--- src/rtl/ece_divider.sv ---
// pipelined restoring divider for progress = (elapsed << F) / duration
// one quotient bit per stage; no package dependency
module ece_divider #(
  parameter int unsigned FRACTION_BITS = 16,
  parameter int unsigned TAG_W = 8
) (
  input  logic                     clk_i,
  input  logic                     rst_ni,
  input  logic                     en_i,
  input  logic                     valid_i,
  input  logic [15:0]              num_i,
  input  logic [15:0]              den_i,
  input  logic [TAG_W-1:0]         tag_i,
  output logic                     valid_o,
  output logic [FRACTION_BITS-1:0] quo_o,
  output logic [TAG_W-1:0]         tag_o
);

  // quotient fits F bits since num < den; F stages, one bit per stage
  localparam int unsigned N = FRACTION_BITS;

  logic                    vld_q [1:N];
  logic [16:0]             rem_q [1:N];
  logic [15:0]             den_q [1:N];
  logic [N-1:0]            quo_q [1:N];
  logic [TAG_W-1:0]        tag_q [1:N];

  for (genvar k = 0; k < N; k++) begin : g_stage
    logic             vld_in;
    logic [16:0]      rem_in;
    logic [15:0]      den_in;
    logic [N-1:0]     quo_in;
    logic [TAG_W-1:0] tag_in;
    logic [17:0]      trial;
    logic             ge;
    if (k == 0) begin : g_head
      assign vld_in = valid_i;
      assign rem_in = {1'b0, num_i};
      assign den_in = den_i;
      assign quo_in = '0;
      assign tag_in = tag_i;
    end else begin : g_body
      assign vld_in = vld_q[k];
      assign rem_in = rem_q[k];
      assign den_in = den_q[k];
      assign quo_in = quo_q[k];
      assign tag_in = tag_q[k];
    end
    assign trial = {rem_in, 1'b0};
    assign ge    = trial >= {2'b00, den_in};
    always_ff @(posedge clk_i or negedge rst_ni) begin
      if (!rst_ni) begin
        vld_q[k+1] <= 1'b0;
      end else if (en_i) begin
        vld_q[k+1] <= vld_in;
      end
    end
    always_ff @(posedge clk_i) begin
      if (en_i) begin
        rem_q[k+1] <= ge ? 17'(trial - {2'b00, den_in}) : 17'(trial);
        den_q[k+1] <= den_in;
        quo_q[k+1] <= {quo_in[N-2:0], ge};
        tag_q[k+1] <= tag_in;
      end
    end
  end

  assign valid_o = vld_q[N];
  assign quo_o   = quo_q[N];
  assign tag_o   = tag_q[N];
endmodule

--- config.mk ---
export PLATFORM = sky130hd
export DESIGN_NAME = ece_divider
export DESIGN_NICKNAME = d
export VERILOG_FILES = /design/src/rtl/ece_divider.sv
export SDC_FILE = /design/constraint.sdc
export NUM_CORES = 1
export LEC_CHECK = 0
export ABC_AREA = 1
export CELL_PAD_IN_SITES_DETAIL_PLACEMENT = 1
export CELL_PAD_IN_SITES_GLOBAL_PLACEMENT = 2
export CORE_ASPECT_RATIO = 2
export CORE_MARGIN = 3
export CORE_UTILIZATION = 35
export CTS_CLUSTER_SIZE = 20
export DETAILED_ROUTE_END_ITERATION = 7
export DONT_BUFFER_PORTS = 1
export HOLD_SLACK_MARGIN = 0.08
export PLACE_DENSITY_LB_ADDON = 0.1
export REMOVE_ABC_BUFFERS = 1
export SLEW_MARGIN = 30
export SYNTH_ARGS = -nofsm -noshare
export SYNTH_HDL_FRONTEND = slang
export SYNTH_SLANG_ARGS = --single-unit
--- constraint.sdc ---
create_clock -name clk_i -period 3.3 [get_ports clk_i]
set_clock_uncertainty 0.2 [all_clocks]
set_input_delay 0.99 -clock clk_i [delete_from_list [all_inputs] [get_ports clk_i]]
set_output_delay 0.99 -clock clk_i [all_outputs]
set_load 0.03 [all_outputs]
==> metrics.yaml, run 1 <==
status:
  status: "finished clean"
drt:
  drt-initial-drc-count: 1359
  routed_wl_mm: 155
  dr.pass1.iters: 5
  drtAntennaViolNets: 0
  drc: 0
  wl_per_cell_um: 21.9
  vias: 34100
  vias_per_cell: 4.80
power_and_ir_drop:
  leakagePower_uw: 0.0246
  share_seq_of_total_power_pct: 35.3
  pwr-share-clk_pct: 20.1
  pwr-share-comb_pct: 44.6
  internal_power_uw: 24900
  peakVddDrop_mv: 0.603
  pwr_density_cell_mw_per_mm2: 883
  switching_share_pct: 43.9
  power.switching_uw: 19400
timing:
  min_period_over_period_pct: 95.5
  rsz0062_at_grt: "no"
  finalHoldViolCount: 0
  final_max_slew_viol_count: 0
  worst_slew_pin_slew_ns: 0.948
  max_slew_margin_pct: 36.8
  max_freq_mhz: 317
  min_period_ns: 3.15
  hold-worst-slack_ns: 0.172
  tns_ns: 0
  setup_viol: 0
global_route:
  grt_usage_pct: 23.5
  grt_max_degree: 790
  grt_pass1_wl_mm: 230
  grt.overflow.total: 0
  grt_pass1_vias: 37700
  grt_antenna_before_repair: 1
clocking:
  cts.repair.resized: 0
  cts_sinks: 775
  tritoncts: "built"
  h-tree-depth: 3
  cts-root-buf: "clkbuf_16"
  clock_latency_ns: 0.71
  cts_buffer_depth: 3
  clk_pin_slew_ns: 0.07
  cts_made_buffers: 79
placement:
  port-buffer-count: 0
  hpwl_mm: 129
  gp_congestion: 0.925
  placed_area_mm2: 0.0475
  dp_cells: 6945
final_layout:
  nNetsFinal: 5654
  final_common_cell: "nand2_1"
  final_core_util_pct: 39.1
  fin_area_mm2: 0.0502
  mostFrequentLayoutCells: "nand2_1, inv_1, edfxtp_1, nand4_1, ha_1"
  final-instance-count-excl-fill: 7094
  synthToLayoutAreaGrowth_pct: 10.7
  final_layout_size_suffix_gt1_share_pct: 6.80
  fillers: 15200
worst_setup_path:
  r2r_slack_ns: 0.46
  path_cells: "buf_16 -> buf_16 -> buf_16 -> mux2_2"
  critPathBufInv: 3
  r2r_cells: 9
  cp_slowest_cell: "buf_16"
  cp.required_ns: 3.66
  endpoint_kind: "flop"
  cp-start-kind: "input port"
  critPathMaxStageDelay_ns: 0.59
  cp_max_fo: 180
  reg2reg_from: "rem_q[0][178]$_DFFE_PP_"
  critPathKind: "in2reg"
  cp_top_family: "buffers and inverters"
  cpMostUsedCell: "buf_16"
  worstPathArrival_ns: 3.52
  worstReg2RegEnd: "rem_q[0][199]$_DFFE_PP_"
synthesis:
  synth_ff_type: "edfxtp_1"
  ys_async_sr_fraction_pct: 2.06
  synth_top_area_share_pct: 50.3
  ys_types: 42
  synth-edff-count: 759
  ys_seq_elements: 775
  seq_area_frac_synth_pct: 51.2
  netlist_top_cells_area: "edfxtp_1, nand2_1, inv_1, ha_1, nand4_1"
  syn_area_mm2: 0.0453
  synthCells: 5248
  synth_area_per_cell_um2: 8.64
  synth_top_cell_by_area: "edfxtp_1"
  yosysWarnings: 0
min_path:
  min_to: "tag_q[0][14]$_DFFE_PP_"
  hold_depth: 0
  hp-class: "in2reg"
  holdCritStartpoint: "tag_i[6]"
die:
  die_y_um: 515
  rows: 186
  initial_core_util_pct: 35.3
  dieArea_mm2: 0.134
  die_x_um: 260
  core_mm2: 0.128
  io_pins: 69
run:
  maxCapViolations: 0
layout make-up:
class	instances	area [um^2]	area share [%]
Multi-Input combinational cell	3333	17700	35.2
Timing Repair Buffer	72	668	1.33
Clock inverter	50	460	0.917
Inverter	1079	4050	8.07
Tap cell	1692	2120	4.22
Clock buffer	92	2040	4.06
Antenna cell	1	2.50	0.00499
Sequential cell	775	23200	46.2
power by group through the flow:
stage          clock network [uW]  logic [uW]  registers [uW]
3_3_place_gp                    0       19700           15900
2_1_floorplan                   0       13500           14600
5_1_grt                      9560       22600           15700
3_5_place_dp                    0       20000           15900
4_1_cts                      9240       20100           15700
6_report                     8910       19800           15600
worst max path at each step:
stage / from / endpoint / slack [ns] / cells past startpoint
2_1_floorplan: den_i[3] / rem_q[0][27]$_DFFE_PP_ / 0.56 / 11
3_3_place_gp: den_i[12] / rem_q[0][31]$_DFFE_PP_ / 0.32 / 11
3_5_place_dp: den_i[12] / rem_q[0][19]$_DFFE_PP_ / 0.31 / 11
4_1_cts: den_q[0][44]$_DFFE_PP_ / rem_q[0][64]$_DFFE_PP_ / 0.45 / 10
5_1_grt: en_i / g_stage[11].vld_in$_DFFE_PN0P_ / 0.03 / 4
6_report: en_i / g_stage[14].vld_in$_DFFE_PN0P_ / 0.15 / 4
state kept, by name, indices dropped and copies added (netlist names):
register        cells
quo_q             136
g_stage.vld_in     15
den_q             240
valid_o             1
tag_q             128
rem_q             255
synth_stat cells (2+ instances only):
library cell / n
a21oi_1: 136
nor3_1: 38
a21oi_4: 4
nor2_4: 2
inv_1: 1060
mux2_2: 2
buf_6: 10
nor3_2: 5
o21ai_0: 26
or2_2: 25
clkbuf_1: 4
nor2_1: 200
inv_2: 19
fa_1: 15
nor3_4: 6
dfrtp_1: 16
and3_1: 10
nand3_2: 4
a21oi_2: 10
buf_2: 41
nand3_4: 21
and2_1: 8
nand2_2: 51
ha_1: 255
xnor2_1: 25
nand4_1: 269
edfxtp_1: 759
nand3_1: 168
nand3b_1: 19
nor3b_2: 4
buf_12: 2
nand2_1: 1917
xor2_1: 80
nor2_2: 25
buf_8: 3
nand4_4: 3
routing by layer:
metal | routed length, um | global-route usage [%] | up-vias
li1 | - | - | 17000
met4 | 14000 | 18.0 | 0
met2 | 96800 | 51.8 | 462
met5 | 0 | 0 | -
met1 | 41700 | 16.7 | 16300
met3 | 2790 | 2.27 | 345
cells by family after synthesis:
family / synth area share (%)
AO/OA/AOI/OAI: 2.19
XOR/XNOR: 2.03
adder cells (fa/ha/maj): 7.70
buffers and inverters: 9.87
flip-flops: 51.2
multiplexers: 0.0497
AND/OR/NAND/NOR: 27.0
what timing repair did:
item,4_1_cts,5_1_grt
hold endpoints to repair,16,0
buffers inserted,0,0
hold buffers,1,0
stage by stage:
| step | setup slack [ns] | total power [uW] |
|---|---|---|
| after global routing | 0.0287 | 47900 |
| after detailed placement | 0.306 | 35900 |
| after global placement | 0.318 | 35600 |
| after CTS | 0.447 | 45000 |
| after floorplan | 0.559 | 28100 |
| final | 0.148 | 44300 |
Power figures use the tool's default switching activity.
==> run 2, diff against run 1 <==
CORE_UTILIZATION = 44   (was 35)
==> run 2 against run 1 <==
- first-iteration DRC count shrank 7.4%
- non-clock buffer count grew 14
- highest routed layer unchanged
- maximum frequency grew 6.3%
- hold slack lost 0.0062 ns
- core utilization grew 9.9 points
- critical endpoint is now rem_q[0][49]$_DFFE_PP_
- critical path type is now reg2reg
- via count grew 4.6%
==> metrics.yaml, run 2 (synthesized netlist as in run 1, its figures left out) <==
status:
  status: "finished clean"
placement:
  dp_cells: 6610
  gp_congestion: 0.955
  port-buffer-count: 0
  hpwl_mm: 132
timing:
  min_period_ns: 2.97
  max_slew_margin_pct: 30.6
  max_freq_mhz: 337
  final_max_slew_viol_count: 0
  worst_slew_pin_slew_ns: 1.04
  setup_viol: 0
  tns_ns: 0
  rsz0062_at_grt: "no"
  finalHoldViolCount: 0
  min_period_over_period_pct: 89.9
drt:
  vias: 35600
  routed_wl_mm: 161
  vias_per_cell: 5.27
  wl_per_cell_um: 23.8
  dr.pass1.iters: 4
  drt-initial-drc-count: 1259
  drtAntennaViolNets: 0
  drc: 0
final_layout:
  multi_input_area_mm2: 0.0177
  nNetsFinal: 5665
  regArea_mm2: 0.0232
  synthToLayoutAreaGrowth_pct: 10.4
  reg_top3: "rem_q: 255 flops, den_q: 240 flops, quo_q: 136 flops"
  final_layout_size_suffix_gt1_share_pct: 6.95
  mostFrequentLayoutCells: "nand2_1, inv_1, edfxtp_1, nand4_1, ha_1"
  largest_reg_flops: 255
  final-instance-count-excl-fill: 6752
  final_common_cell: "nand2_1"
  fillers: 12200
  regMostFlops: "rem_q"
worst_setup_path:
  cp-start-kind: "flop"
  critPathKind: "reg2reg"
  endpoint_kind: "flop"
  cp.required_ns: 3.57
  cp_max_fo: 4
  worstPathArrival_ns: 3.24
run:
  maxCapViolations: 0
global_route:
  grt_usage_pct: 30.3
  grt_pass1_wl_mm: 234
  grt_pass1_vias: 39900
  grt_max_degree: 790
  grt_antenna_before_repair: 2
  grt.overflow.total: 0
clocking:
  cts_buffer_depth: 3
  clock_latency_ns: 0.71
  cts_made_buffers: 76
  cts_sinks: 775
  cts-root-buf: "clkbuf_16"
  tritoncts: "built"
  clk_pin_slew_ns: 0.06
  h-tree-depth: 3
power_and_ir_drop:
  pwr-share-clk_pct: 20.8
  leakagePower_uw: 0.0247
  pwr_density_cell_mw_per_mm2: 905
  peakVddDrop_mv: 0.441
  power.switching_uw: 19900
  internal_power_uw: 25400
  switching_share_pct: 43.9
  pwr-share-comb_pct: 45.2
  share_seq_of_total_power_pct: 34.0
die:
  rows: 166
  die_y_um: 460
  core_mm2: 0.102
  io_pins: 69
  die_x_um: 233
  dieArea_mm2: 0.107
  initial_core_util_pct: 44.4
min_path:
  hp-class: "in2reg"
run 2: metrics by stage:
stage	hold WS [ns]	total power [uW]	util, %	instance area, um^2	worst slack (ns)
final	0.166	45300	49.0	50000	0.335
after global routing	0.146	48400	49.0	50000	0.198
after CTS	0.129	45400	48.8	49900	0.371
after detailed placement	0.205	35900	46.2	47200	0.199
after floorplan	0.200	28100	-	44900	0.559
after global placement	0.200	35300	46.2	47200	0.182
run 2: area by class of cell:
class	count	share of cell area (%)
Sequential cell	775	46.4
Multi-Input combinational cell	3333	35.3
Inverter	1079	8.09
Clock buffer	91	4.04
Tap cell	1344	3.36
Timing Repair Buffer	86	1.61
Clock inverter	43	1.23
Antenna cell	1	0.00500
run 2: power groups by stage:
| stage | clock (uW) | combinational [uW] | sequential, uW |
|---|---|---|---|
| floorplan | 0 | 13500 | 14600 |
| global placement | 0 | 19800 | 15500 |
| detailed placement | 0 | 20300 | 15600 |
| CTS | 9620 | 20400 | 15400 |
| global route | 9950 | 23000 | 15500 |
| finish | 9410 | 20500 | 15400 |
run 2: layer usage:
metal / GRT usage [%] / wire length (um)
met5: 0 / 0
met3: 3.89 / 3930
met1: 17.9 / 37100
met4: 35.2 / 23600
met2: 64.3 / 96300
run 2: critical path, stage by stage, from the launching register on:
cell,delay [ns]
edfxtp_1,0.41
inv_1,0.09
ha_1,0.33
buf_4,0.18
nand2_1,0.15
nor2_1,0.54
and3_1,0.26
nand2_1,0.23
nand3_1,0.14
nand2_1,0.07
nand2_1,0.05
nand2_1,0.06
run 2: final timing paths:
| check | startpoint | to | slack, ns | cells past startpoint |
|---|---|---|---|---|
| worst min register to register | quo_q[0][178]$_DFFE_PP_ | quo_q[0][195]$_DFFE_PP_ | 0.21 | 0 |
| max in group asynchronous | rst_ni | g_stage[8].vld_in$_DFFE_PN0P_ | 1.84 | 1 |
| worst max-delay path | den_q[0][27]$_DFFE_PP_ | rem_q[0][49]$_DFFE_PP_ | 0.33 | 11 |
| worst min-delay path | den_i[11] | den_q[0][27]$_DFFE_PP_ | 0.17 | 0 |
| worst max register to register | den_q[0][27]$_DFFE_PP_ | rem_q[0][49]$_DFFE_PP_ | 0.33 | 11 |
| min in group asynchronous | rst_ni | g_stage[1].vld_in$_DFFE_PN0P_ | 0.59 | 1 |
run 2: timing repair:
action / in CTS / in global routing
gates resized for setup: 0 / 0
hold buffers: 1 / 0
setup buffers: 0 / 0
hold endpoints to repair: 16 / 0
setup endpoints to repair: 0 / 2
==> run 3, diff against run 2 <==
CELL_PAD_IN_SITES_DETAIL_PLACEMENT = unset   (was 1)
CELL_PAD_IN_SITES_GLOBAL_PLACEMENT = unset   (was 2)
CORE_UTILIZATION = 45   (was 44)
PLACE_DENSITY_LB_ADDON = unset   (was 0.1)
REMOVE_ABC_BUFFERS = unset   (was 1)
==> run 3 against run 2 <==
- via count decreased by 2.8%
- first-iteration DRC count increased by 34%
- sequential power about the same
- count of clock-buffer cells in the layout increased by 2
- flip-flop and latch count unchanged
- sequential share of layout area increased by 0.11 points
- total power decreased by 1.2%
- critical endpoint is now quo_q[0][135]$_DFFE_PP_
- largest cell class unchanged
- largest power group unchanged
==> metrics.yaml, run 3 (synthesized netlist as in run 1, its figures left out) <==
global_route:
  grt_max_degree: 790
  grt_antenna_before_repair: 3
  grt_usage_pct: 28.1
  grt.overflow.total: 0
  grt_pass1_wl_mm: 212
  grt_pass1_vias: 36600
drt:
  routed_wl_mm: 147
  vias_per_cell: 5.16
  drc: 0
  drtAntennaViolNets: 0
  dr.pass1.iters: 7
  vias: 34600
  drt-initial-drc-count: 1684
  wl_per_cell_um: 21.9
power_and_ir_drop:
  pwr_density_cell_mw_per_mm2: 895
  power.total_uw: 44700
  leakagePower_uw: 0.0246
  peakVddDrop_mv: 0.441
worst_setup_path:
  critPathMaxStageDelay_ns: 0.61
  cp_num_cells: 4
  worstPathArrival_ns: 3.25
  endpoint_kind: "flop"
  cp_slowest_cell: "clkbuf_16"
  worstReg2RegEnd: "rem_q[0][240]$_DFFE_PP_"
  critPathKind: "in2reg"
  r2r_cells: 8
  cpMostUsedCell: "buf_16"
  reg2reg_from: "rem_q[0][221]$_SDFFCE_PN0P_"
  cp-start-kind: "input port"
  path_cells: "buf_16 -> buf_16 -> buf_16 -> clkbuf_16"
  r2r_slack_ns: 0.22
  cp_max_fo: 149
  cp_top_family: "buffers and inverters"
  cp.required_ns: 3.41
  critPathBufInv: 4
placement:
  dp_slack_ns: 0.295
  gp_congestion: 0.987
  port-buffer-count: 0
  hpwl_mm: 116
timing:
  fin_ws_ns: 0.162
  setup_viol: 0
  final_max_slew_viol_count: 0
  tns_ns: 0
  finalHoldViolCount: 0
  rsz0062_at_grt: "no"
  hold-worst-slack_ns: 0.188
  min_period_over_period_pct: 95.1
  worst_slew_pin_slew_ns: 0.776
  max_slew_margin_pct: 48.2
  min_period_ns: 3.14
  max_freq_mhz: 319
final_layout:
  mostFrequentLayoutCells: "nand2_1, inv_1, edfxtp_1, nand4_1, ha_1"
  multi_input_area_mm2: 0.0177
  fillers: 9552
  synthToLayoutAreaGrowth_pct: 10.1
  final_layout_size_suffix_gt1_share_pct: 6.65
  reg_top3: "rem_q: 255 flops, den_q: 240 flops, quo_q: 136 flops"
  nNetsFinal: 5639
  largest_reg_flops: 255
  regArea_mm2: 0.0232
  regMostFlops: "rem_q"
  final_common_cell: "nand2_1"
die:
  rows: 164
  initial_core_util_pct: 45.4
  die_x_um: 230
  dieArea_mm2: 0.105
  io_pins: 69
  die_y_um: 455
  core_mm2: 0.0999
run:
  maxCapViolations: 0
clocking:
  cts-root-buf: "clkbuf_16"
  cts_sinks: 775
  h-tree-depth: 3
  clock_latency_ns: 0.71
  clk_pin_slew_ns: 0.06
  tritoncts: "built"
  cts_made_buffers: 76
  cts_buffer_depth: 3
  cts_setup_buffers: 0
min_path:
  hold_depth: 0
  holdCritStartpoint: "tag_q[0][93]$_DFFE_PP_"
  hp-class: "reg2reg"
  min_to: "tag_q[0][101]$_DFFE_PP_"
status:
  status: "finished clean"
synthesis:
  syn_nets: 5562
-- run 3: changes by cell type in the layout (fill, tap and decap cells not counted), sizes merged --
cell	before	now
buf	84	57
clkbuf	92	95
clkinv	26	23
diode	1	4
inv	1082	1085
bufinv	11	13
-- run 3: routing by layer --
layer	routed length, um	vias to the layer above	global-route usage, %
met1	35100	16000	17.0
met2	86200	988	58.7
met3	5640	732	5.67
met4	20200	0	31.7
met5	0	-	0
li1	-	17000	-
-- run 3: stage by stage --
stage / cell area, um^2 / instances / util [%]
6_report: 49900 / 6717 / 50.0
4_1_cts: 49700 / 6706 / 49.7
3_3_place_gp: 47000 / 6567 / 47.0
3_5_place_dp: 47000 / 6567 / 47.0
5_1_grt: 49900 / 6714 / 49.9
2_1_floorplan: 45300 / 5248 / -
-- run 3: power by group --
part | internal, uW | switching [uW]
Clock | 5450 | 4030
Sequential | 13800 | 1370
Combinational | 6250 | 13900
Total | 25500 | 19300
-- run 3: what timing repair did --
item / in CTS / in global routing
resized for setup: 0 / 2
hold buffers: 1 / 0
setup endpoints to repair: 0 / 222
hold endpoints to repair: 16 / 0
-- run 3: layout make-up --
cell class | instances | area share, %
antenna | 4 | 0.0201
inverter | 1079 | 8.11
clock buffer | 93 | 4.02
multi-input combinational | 3333 | 35.4
sequential | 775 | 46.5
clock inverter | 45 | 1.39
tap | 1328 | 3.33
timing repair buffer | 60 | 1.25
-- run 3: worst max path at each step --
stage / startpoint / to / slack [ns]
global placement: den_i[1] / rem_q[0][32]$_DFFE_PP_ / 0.23
finish: en_i / quo_q[0][135]$_DFFE_PP_ / 0.16
CTS: den_q[0][186]$_DFFE_PP_ / rem_q[0][214]$_DFFE_PP_ / 0.45
floorplan: den_i[3] / rem_q[0][31]$_DFFE_PP_ / 0.60
detailed placement: den_i[1] / rem_q[0][30]$_DFFE_PP_ / 0.29
global route: en_i / rem_q[0][109]$_DFFE_PP_ / 0.03
